File: config.mk
export PLATFORM = sky130hd
export DESIGN_NAME = adaptive_threshold_spike_detector_core_flat
export DESIGN_NICKNAME = d
export VERILOG_FILES = /design/src/rtl/atsd_pkg.sv /design/src/rtl/atsd_if.sv /design/src/rtl/adaptive_threshold_spike_detector_core.sv /design/src/rtl/atsd_ema.sv /design/src/flat_wrapper.sv
export SDC_FILE = /design/constraint.sdc
export NUM_CORES = 2
export LEC_CHECK = 0
export BUFFER_PORTS_ARGS = -buffer_cell sky130_fd_sc_hd__buf_2
export CAP_MARGIN = 40
export CORE_ASPECT_RATIO = 1.4
export CORE_MARGIN = 10
export CORE_UTILIZATION = 55
export CTS_CLUSTER_SIZE = 40
export DETAILED_ROUTE_END_ITERATION = 8
export GPL_ROUTABILITY_DRIVEN = 0
export PLACE_DENSITY = 0.7
export SLEW_MARGIN = 20
export SYNTH_ARGS = -nofsm -noshare
export SYNTH_HDL_FRONTEND = slang
export SYNTH_SLANG_ARGS = --single-unit
File: constraint.sdc
create_clock -name clk -period 13.8 [get_ports clk]
set_input_delay 1.38 -clock clk [delete_from_list [all_inputs] [get_ports clk]]
set_output_delay 1.38 -clock clk [all_outputs]
set_load 0.01 [all_outputs]
File: src/rtl/atsd_pkg.sv
// Shared widths, reset values and register indexes of the spike detector.
`timescale 1ns / 1ps

package atsd_pkg;

  localparam int SAMPLE_BITS = 16;
  localparam int INDEX_BITS  = 32;
  localparam int CFG_BITS    = 16;
  localparam int GAP_BITS    = 16;
  localparam int WIN_BITS    = 13;
  localparam int POS_BITS    = 12;
  localparam int WEIGHT_BITS = 16;
  localparam int OFS_BITS    = 15;
  localparam int SINCE_BITS  = 17;

  localparam logic [WIN_BITS-1:0] WIN_MIN = WIN_BITS'(2);
  localparam logic [WIN_BITS-1:0] WIN_MAX = WIN_BITS'(4096);

  localparam logic signed [SAMPLE_BITS-1:0] POS_INIT_RST = SAMPLE_BITS'(128);
  localparam logic signed [SAMPLE_BITS-1:0] NEG_INIT_RST = SAMPLE_BITS'(-128);
  localparam logic [GAP_BITS-1:0]           GAP_RST      = GAP_BITS'(10);
  localparam logic [WIN_BITS-1:0]           WIN_RST      = WIN_BITS'(64);
  localparam logic [WEIGHT_BITS-1:0]        WEIGHT_RST   = WEIGHT_BITS'(3277);
  localparam logic [OFS_BITS-1:0]           OFS_RST      = OFS_BITS'(128);

  typedef enum logic [2:0] {
    CFG_POS_INIT   = 3'd0,
    CFG_NEG_INIT   = 3'd1,
    CFG_TIME_GAP   = 3'd2,
    CFG_WINDOW_LEN = 3'd3,
    CFG_EMA_WEIGHT = 3'd4,
    CFG_NEG_OFFSET = 3'd5
  } cfg_reg_t;

endpackage

File: src/rtl/atsd_if.sv
// Stream interfaces: sample input channel and spike result channel.
`timescale 1ns / 1ps

interface atsd_sample_if;
  logic                                     valid;
  logic                                     ready;
  logic signed [atsd_pkg::SAMPLE_BITS-1:0]  sample;
  logic                                     start_req;

  modport source (output valid, output sample, output start_req, input ready);
  modport sink   (input valid, input sample, input start_req, output ready);
endinterface

interface atsd_spike_if;
  logic                                     valid;
  logic                                     ready;
  logic                                     polarity;
  logic signed [atsd_pkg::SAMPLE_BITS-1:0]  amplitude;
  logic [atsd_pkg::INDEX_BITS-1:0]          spike_index;

  modport source (output valid, output polarity, output amplitude, output spike_index,
                  input ready);
  modport sink   (input valid, input polarity, input amplitude, input spike_index,
                  output ready);
endinterface

File: src/rtl/adaptive_threshold_spike_detector_core.sv
// Top level of the adaptive-threshold spike detector.
`timescale 1ns / 1ps

// Adaptive-threshold spike detector.
// samples: input stream of Q8.8 accelerometer samples; start_req marks the
//   first sample of a record (index 0, thresholds reloaded from pos_init and
//   neg_init, block state cleared). Each sample judges the one before it.
// spikes: one transfer per detected peak or trough, carrying polarity,
//   the candidate value and its index within the record.
// cfg_we/cfg_index/cfg_data: register writes, taken on any cycle with
//   cfg_we high; indexes beyond the register list are ignored.
// Throughput: one sample per cycle unless stalled (see Stall); the other bubble
//   is the cycle right after a register write, while the EMA product register
//   picks up the new weight. A spike is registered and appears on the spikes
//   channel in the cycle after the transfer of the sample that judges it.
// The threshold EMA products are registered from the stored thresholds and
//   block extremes; they settle between a block closing and the update two
//   samples later, so the update adds no stall.
// Stall: a single output register holds a pending spike; while it is full
//   and spikes.ready is low, samples.ready is low.
// Reset: synchronous, active high; registers return to defaults and the
//   stream behaves as a record begun at reset.
module adaptive_threshold_spike_detector_core (
  input  logic                              clk,
  input  logic                              rst,
  atsd_sample_if.sink                       samples,
  atsd_spike_if.source                      spikes,
  input  logic                              cfg_we,
  input  logic [2:0]                        cfg_index,
  input  logic [atsd_pkg::CFG_BITS-1:0]     cfg_data
);

  localparam int SB  = atsd_pkg::SAMPLE_BITS;
  localparam int IB  = atsd_pkg::INDEX_BITS;
  localparam int WNB = atsd_pkg::WIN_BITS;
  localparam int PSB = atsd_pkg::POS_BITS;
  localparam int SSB = atsd_pkg::SINCE_BITS;
  localparam int GB  = atsd_pkg::GAP_BITS;
  localparam int CB  = (IB > WNB + 1) ? IB : WNB + 1;

  // configuration registers
  logic signed [SB-1:0]              pos_init;
  logic signed [SB-1:0]              neg_init;
  logic [GB-1:0]                     time_gap;
  logic [WNB-1:0]                    window_len;
  logic [atsd_pkg::WEIGHT_BITS-1:0]  ema_weight;
  logic [atsd_pkg::OFS_BITS-1:0]     neg_offset;
  logic                              cfg_hold;

  // detector state
  logic [IB-1:0]         sample_count;
  logic signed [SB-1:0]  older_sample;
  logic signed [SB-1:0]  candidate_sample;
  logic signed [SB-1:0]  pos_threshold;
  logic signed [SB-1:0]  neg_threshold;
  logic signed [SB-1:0]  running_max;
  logic signed [SB-1:0]  running_min;
  logic signed [SB-1:0]  block_max;
  logic signed [SB-1:0]  block_min;
  logic [PSB-1:0]        block_position;
  logic [SSB-1:0]        since_spike;

  // result register
  logic                  out_valid;
  logic                  out_polarity;
  logic signed [SB-1:0]  out_amplitude;
  logic [IB-1:0]         out_index;

  // next values
  logic [IB-1:0]         sample_count_next;
  logic signed [SB-1:0]  pos_threshold_next;
  logic signed [SB-1:0]  neg_threshold_next;
  logic signed [SB-1:0]  running_max_next;
  logic signed [SB-1:0]  running_min_next;
  logic signed [SB-1:0]  block_max_next;
  logic signed [SB-1:0]  block_min_next;
  logic [PSB-1:0]        block_position_next;
  logic [SSB-1:0]        since_spike_next;

  logic                  accept;
  logic                  start;
  logic [IB-1:0]         n_eff;
  logic [PSB-1:0]        p_eff;
  logic [SSB-1:0]        since_eff;
  logic [WNB-1:0]        win;
  logic [WNB:0]          win_plus1;
  logic                  judge;
  logic                  update;
  logic                  close;
  logic                  pos_hit;
  logic                  neg_hit;
  logic                  fire;
  logic signed [SB-1:0]  pos_ema;
  logic signed [SB-1:0]  neg_ema;
  logic signed [SB-1:0]  x;

  // EMA toward the last block's extremes; offset only on the negative side
  atsd_ema u_pos_ema (
    .clk    (clk),
    .th     (pos_threshold),
    .ext    (block_max),
    .weight (ema_weight),
    .offset ('0),
    .result (pos_ema)
  );

  atsd_ema u_neg_ema (
    .clk    (clk),
    .th     (neg_threshold),
    .ext    (block_min),
    .weight (ema_weight),
    .offset (neg_offset),
    .result (neg_ema)
  );

  assign accept = samples.valid && samples.ready;
  assign samples.ready = (!out_valid || spikes.ready) && !cfg_hold;
  assign x = samples.sample;
  assign start = samples.start_req;

  // window clamped to its legal range
  always_comb begin
    if (window_len < atsd_pkg::WIN_MIN) begin
      win = atsd_pkg::WIN_MIN;
    end else if (window_len > atsd_pkg::WIN_MAX) begin
      win = atsd_pkg::WIN_MAX;
    end else begin
      win = window_len;
    end
  end
  assign win_plus1 = {1'b0, win} + (WNB+1)'(1);

  always_comb begin
    // record start acts before the sample is processed
    n_eff     = start ? '0 : sample_count;
    p_eff     = start ? '0 : block_position;
    since_eff = start ? '1 : since_spike;

    judge  = (n_eff >= IB'(2));
    // second sample of a new block, from the second boundary on
    update = judge && (p_eff == PSB'(1)) && (CB'(n_eff) > CB'(win_plus1));

    if (update) begin
      pos_threshold_next = pos_ema;
      neg_threshold_next = neg_ema;
    end else if (start) begin
      pos_threshold_next = pos_init;
      neg_threshold_next = neg_init;
    end else begin
      pos_threshold_next = pos_threshold;
      neg_threshold_next = neg_threshold;
    end

    pos_hit = (candidate_sample > pos_threshold_next) && (older_sample < candidate_sample)
              && (x < candidate_sample);
    neg_hit = (candidate_sample < neg_threshold_next) && (older_sample > candidate_sample)
              && (x > candidate_sample);
    fire = judge && (pos_hit || neg_hit) && (since_eff > {1'b0, time_gap});

    if (fire) begin
      since_spike_next = SSB'(1);
    end else if (judge && (since_eff != '1)) begin
      since_spike_next = since_eff + SSB'(1);
    end else begin
      since_spike_next = since_eff;
    end

    if (p_eff == '0) begin
      running_max_next = x;
      running_min_next = x;
    end else begin
      running_max_next = (x > running_max) ? x : running_max;
      running_min_next = (x < running_min) ? x : running_min;
    end

    close = ({1'b0, p_eff} >= (win - WNB'(1)));
    if (close) begin
      block_max_next      = running_max_next;
      block_min_next      = running_min_next;
      block_position_next = '0;
    end else begin
      block_max_next      = start ? '0 : block_max;
      block_min_next      = start ? '0 : block_min;
      block_position_next = p_eff + PSB'(1);
    end

    // index saturates at its maximum
    sample_count_next = (n_eff != '1) ? n_eff + IB'(1) : n_eff;
  end

  // configuration writes
  always_ff @(posedge clk) begin
    if (rst) begin
      pos_init   <= atsd_pkg::POS_INIT_RST;
      neg_init   <= atsd_pkg::NEG_INIT_RST;
      time_gap   <= atsd_pkg::GAP_RST;
      window_len <= atsd_pkg::WIN_RST;
      ema_weight <= atsd_pkg::WEIGHT_RST;
      neg_offset <= atsd_pkg::OFS_RST;
      cfg_hold   <= 1'b0;
    end else begin
      cfg_hold <= cfg_we;
      if (cfg_we) begin
        unique case (atsd_pkg::cfg_reg_t'(cfg_index))
          atsd_pkg::CFG_POS_INIT:   pos_init   <= SB'($signed(cfg_data));
          atsd_pkg::CFG_NEG_INIT:   neg_init   <= SB'($signed(cfg_data));
          atsd_pkg::CFG_TIME_GAP:   time_gap   <= cfg_data[GB-1:0];
          atsd_pkg::CFG_WINDOW_LEN: window_len <= cfg_data[WNB-1:0];
          atsd_pkg::CFG_EMA_WEIGHT: ema_weight <= cfg_data[atsd_pkg::WEIGHT_BITS-1:0];
          atsd_pkg::CFG_NEG_OFFSET: neg_offset <= cfg_data[atsd_pkg::OFS_BITS-1:0];
          default: ;
        endcase
      end
    end
  end

  // detector state, advanced on each sample transfer
  always_ff @(posedge clk) begin
    if (rst) begin
      sample_count     <= '0;
      older_sample     <= '0;
      candidate_sample <= '0;
      pos_threshold    <= atsd_pkg::POS_INIT_RST;
      neg_threshold    <= atsd_pkg::NEG_INIT_RST;
      running_max      <= '0;
      running_min      <= '0;
      block_max        <= '0;
      block_min        <= '0;
      block_position   <= '0;
      since_spike      <= '1;
    end else if (accept) begin
      sample_count     <= sample_count_next;
      older_sample     <= candidate_sample;
      candidate_sample <= x;
      pos_threshold    <= pos_threshold_next;
      neg_threshold    <= neg_threshold_next;
      running_max      <= running_max_next;
      running_min      <= running_min_next;
      block_max        <= block_max_next;
      block_min        <= block_min_next;
      block_position   <= block_position_next;
      since_spike      <= since_spike_next;
    end
  end

  // output register; ready gating guarantees a pending spike is never overwritten
  always_ff @(posedge clk) begin
    if (rst) begin
      out_valid <= 1'b0;
    end else if (accept) begin
      out_valid <= fire;
    end else if (spikes.ready) begin
      out_valid <= 1'b0;
    end
  end

  always_ff @(posedge clk) begin
    if (accept && fire) begin
      out_polarity  <= !pos_hit;
      out_amplitude <= candidate_sample;
      out_index     <= n_eff - IB'(1);
    end
  end

  assign spikes.valid       = out_valid;
  assign spikes.polarity    = out_polarity;
  assign spikes.amplitude   = out_amplitude;
  assign spikes.spike_index = out_index;

endmodule

File: src/rtl/atsd_ema.sv
// Threshold EMA unit: registered weight product, rounding, offset and saturation.
`timescale 1ns / 1ps

module atsd_ema (
  input  logic                                    clk,
  input  logic signed [atsd_pkg::SAMPLE_BITS-1:0] th,
  input  logic signed [atsd_pkg::SAMPLE_BITS-1:0] ext,
  input  logic [atsd_pkg::WEIGHT_BITS-1:0]        weight,
  input  logic [atsd_pkg::OFS_BITS-1:0]           offset,
  output logic signed [atsd_pkg::SAMPLE_BITS-1:0] result
);

  localparam int SB = atsd_pkg::SAMPLE_BITS;
  localparam int WB = atsd_pkg::WEIGHT_BITS;
  localparam int PB = SB + WB + 2;
  localparam int AB = PB + 1;
  localparam int RB = AB - WB + 1;
  localparam logic signed [AB-1:0] HALF = AB'(1) <<< (WB - 1);

  logic signed [SB:0]    diff;
  logic signed [WB:0]    wt;
  logic signed [PB-1:0]  prod;
  logic signed [AB-1:0]  acc;
  logic signed [AB-WB-1:0] scaled;
  logic signed [RB-1:0]  shifted;
  logic                  fits;

  // th + (ext - th) * w, i.e. th*(1-w) + ext*w in Q0.16
  assign diff = $signed({ext[SB-1], ext}) - $signed({th[SB-1], th});
  assign wt   = $signed({1'b0, weight});

  always_ff @(posedge clk) begin
    prod <= PB'(diff) * PB'(wt);
  end

  // round half up, floor shift
  assign acc     = (AB'(th) <<< WB) + AB'(prod) + HALF;
  assign scaled  = acc[AB-1:WB];
  assign shifted = RB'(scaled) - RB'($signed({1'b0, offset}));
  assign fits    = (&shifted[RB-1:SB-1]) || ~(|shifted[RB-1:SB-1]);

  always_comb begin
    if (fits) begin
      result = shifted[SB-1:0];
    end else if (shifted[RB-1]) begin
      result = {1'b1, {(SB-1){1'b0}}};
    end else begin
      result = {1'b0, {(SB-1){1'b1}}};
    end
  end

endmodule
File: src/flat_wrapper.sv
// flat-port wrapper written by rule: the top's interface ports become plain ports
module adaptive_threshold_spike_detector_core_flat 
  (clk, rst, cfg_we, cfg_index, cfg_data, samples_valid, samples_sample, samples_start_req, samples_ready, spikes_valid, spikes_polarity, spikes_amplitude, spikes_spike_index, spikes_ready);
  atsd_sample_if samples_i ();
  atsd_spike_if spikes_i ();
  input  logic clk;
  input  logic rst;
  input  logic cfg_we;
  input  logic [2:0] cfg_index;
  input  logic [atsd_pkg::CFG_BITS-1:0] cfg_data;
  input wire logic [$bits(samples_i.valid)-1:0] samples_valid;
  input wire logic [$bits(samples_i.sample)-1:0] samples_sample;
  input wire logic [$bits(samples_i.start_req)-1:0] samples_start_req;
  output wire logic [$bits(samples_i.ready)-1:0] samples_ready;
  output wire logic [$bits(spikes_i.valid)-1:0] spikes_valid;
  output wire logic [$bits(spikes_i.polarity)-1:0] spikes_polarity;
  output wire logic [$bits(spikes_i.amplitude)-1:0] spikes_amplitude;
  output wire logic [$bits(spikes_i.spike_index)-1:0] spikes_spike_index;
  input wire logic [$bits(spikes_i.ready)-1:0] spikes_ready;
  assign samples_i.valid = samples_valid;
  assign samples_i.sample = samples_sample;
  assign samples_i.start_req = samples_start_req;
  assign samples_ready = samples_i.ready;
  assign spikes_valid = spikes_i.valid;
  assign spikes_polarity = spikes_i.polarity;
  assign spikes_amplitude = spikes_i.amplitude;
  assign spikes_spike_index = spikes_i.spike_index;
  assign spikes_i.ready = spikes_ready;
  adaptive_threshold_spike_detector_core u_core (.clk(clk), .rst(rst), .samples(samples_i), .spikes(spikes_i), .cfg_we(cfg_we), .cfg_index(cfg_index), .cfg_data(cfg_data));
endmodule
==> results.sh <==
export IMPL_hold_start="u_core.time_gap[13]"
export IMPL_hold_depth=2
export IMPL_holdWs_ps=456
export IMPL_ant_nets=0
export IMPL_via_count=35200
export IMPL_clock_latency_ps=610
export IMPL_fp_dieArea_mm2=0.0903
export IMPL_routed_wl_um=121000
export IMPL_worstRegToRegCells=33
export IMPL_die_x_um=257
export IMPL_cp_num_buf_inv=4
export IMPL_max_freq_mhz=106
export IMPL_hold_viol=0
export IMPL_cts_tree="done"
export IMPL_r2r_start="u_core.neg_threshold[0]"
export IMPL_post_cts_buffers=0
export IMPL_grt_pass1_wl_um=194000
export IMPL_ff2ff_setup_slack_ps=4380
export IMPL_crit_fanout=23
export IMPL_grt_max_degree=144
export IMPL_skew_ps=40.3
export IMPL_synth_edf_count=49
export IMPL_drt_iter0_markers=2434
export IMPL_slew_headroom_pct=37.8
export IMPL_min_period_over_period_pct=68.3
export IMPL_final_max_slew_viol_count=0
export IMPL_grt_usage_pct=26.9
export IMPL_tightest_slew_ps=926
export IMPL_setup_viol=0
export IMPL_path_clk_slew_ps=60
export IMPL_drc=0
export IMPL_rsz0062_at_grt="false"
export IMPL_core_area_mm2=0.0778
export IMPL_crit_start="u_core.neg_threshold[0]"
export IMPL_cts_num_sinks=370
export IMPL_most_common_layout_cells="inv_1 (786), nand2_1 (729), fa_1 (559)"
export IMPL_netlist_instances=5091
export IMPL_critical_path_class="reg2reg"
export IMPL_worst_setup_path_end_kind="flop"
export IMPL_globalRouteOverflowTotal=0
export IMPL_yosysSeqAreaShare_pct=18.3
export IMPL_rows=121
export IMPL_holdPathEnd="u_core.time_gap[13]"
export IMPL_r2r_end="u_core.u_neg_ema.prod[33]"
export IMPL_cpPeakStageDelay_ps=590
export IMPL_area_growth_pct=7.24
export IMPL_drive_gt1_share_pct=5.96
export IMPL_avgSynthCellArea_um2=8.49
export IMPL_arrival_ps=9930
export IMPL_outcome="completed"
export IMPL_cts_made_buffers=41
export IMPL_dp_hpwl_um=91200
export IMPL_die_h_um=352
export IMPL_synthArstFlopShare_pct=0
export IMPL_crit_family="adder cells"
export IMPL_grt_pass1_vias=36000
export IMPL_min_period_ps=9420
export IMPL_synth_nets=6090
export IMPL_crit_slowest_cell="fa_1"
export IMPL_cts_hold_buf=0
export IMPL_crit_top_cell="fa_1"
export IMPL_ioPinCount=92
export IMPL_grt_antenna_before_repair=2
export IMPL_yosys_register_bits=370
export IMPL_cts_path_max_buffers=3
export IMPL_min_path_type="reg2reg"
export IMPL_synth_warnings=0
export IMPL_synth_distinct_cells=89
export IMPL_clockRootBuffer="clkbuf_16"
export IMPL_cts_repair_resized=0
export IMPL_initial_utilization_pct=55.5
export IMPL_via_per_inst=5.72
export IMPL_htreeDepth=2
export IMPL_portBuffers=91
export IMPL_syn_cell_area_mm2=0.0432
export IMPL_nets=6070
export IMPL_cap_violations=0
export IMPL_cp_required_ps=14310
export IMPL_wl_per_cell_um=19.6
export IMPL_drt_first_pass_iters=8
export IMPL_layout_cells_most_common="inv_1"
export IMPL_start_kind="flop"
export IMPL_dominantRegCellSynth="dfxtp_1"
export IMPL_tns_ps=0
==> metal layers <==
metal | routed length, um | vias to the layer above | GRT usage, %
met5 | 0 | - | 0
met4 | 8200 | 0 | 16.7
met3 | 7550 | 350 | 3.78
met2 | 59700 | 1211 | 47.2
met1 | 45300 | 17200 | 30.6
li1 | - | 16400 | -
==> synth_stat cells, drive strengths merged, types with 5 or more instances <==
cell	count	area [um^2]
inv	787	2950
nand2	730	2740
fa	559	11200
ha	399	4990
dfxtp	321	6430
a21oi	291	1460
nor2	277	1040
and2	244	1530
clkbuf	215	807
o21ai	174	871
xnor2	114	1010
nand3	103	521
nor2b	78	488
mux2i	71	711
a21o	65	488
nor3	57	290
edfxtp	49	1470
xor2	46	403
nand2b	37	239
and3	35	219
nand4	35	219
a31oi	33	206
or3	33	206
o211ai	30	225
o21a	30	225
a211oi	26	200
o221ai	26	234
or2	21	131
nor4	20	140
o31ai	18	160
buf	16	80.1
o21bai	16	120
a221oi	11	109
a22oi	8	60.1
and4	8	70.1
a21boi	7	52.6
a31o	7	61.3
o22ai	6	37.5
o311ai	6	52.6
a2111oi	5	68.8
==> final cells by class <==
class	count	area (um^2)
diodes	1	2.50
clock buffers	51	1120
clock inverters	24	338
fillers	6973	31500
inverters	787	2950
multi-input cells	3703	31600
flip-flops and latches	370	7900
well taps	1045	1310
repair buffers	168	1140
==> logic make-up after synthesis <==
| group | after synthesis | synth area share [%] |
|---|---|---|
| multiplexers | 74 | 1.72 |
| AO/OA/AOI/OAI | 809 | 11.8 |
| AND/OR/NAND/NOR | 1701 | 18.6 |
| XOR/XNOR | 160 | 3.26 |
| other | 1 | 0.00868 |
| flip-flops | 370 | 18.3 |
| adder cells (fa/ha/maj) | 958 | 37.4 |
| buffers and inverters | 1018 | 8.89 |
==> through the flow <==
stage / setup WS (ps) / cells / util, % / area, um^2
2_1_floorplan: 2580 / 5091 / - / 43200
3_3_place_gp: 4540 / 6058 / 57.4 / 44700
3_5_place_dp: 4460 / 6070 / 57.6 / 44800
4_1_cts: 4400 / 6145 / 59.5 / 46300
5_1_grt: 3700 / 6148 / 59.6 / 46300
6_report: 4380 / 6149 / 59.6 / 46300
==> tightest hold or removal path, cell delays in order (launching register included) <==
cell     delay (ps)
dfxtp_1         310
nand2_1          50
a21oi_1          50
==> registers in the layout (all words and copies together), names as in the netlist, 17 cells and up <==
| name | cells |
|---|---|
| u_core.sample_count | 32 |
| u_core.spikes.spike_index | 32 |
| u_core.u_neg_ema.prod | 19 |
| u_core.u_pos_ema.prod | 19 |
| u_core.since_spike | 17 |
==> worst max path at each step <==
stage | slack [ps] | end | depth (start not counted)
floorplan | 2580 | u_core.spikes.amplitude[0] | 31
global placement | 4540 | u_core.u_neg_ema.prod[33] | 33
detailed placement | 4460 | u_core.u_neg_ema.prod[33] | 33
CTS | 4400 | u_core.u_neg_ema.prod[33] | 33
global route | 3700 | u_core.u_neg_ema.prod[33] | 33
finish | 4380 | u_core.u_neg_ema.prod[33] | 33
Power is left out: the tool's default activity adds up to more than one toggle a clock period on the data nets, which glitch-free logic cannot reach.
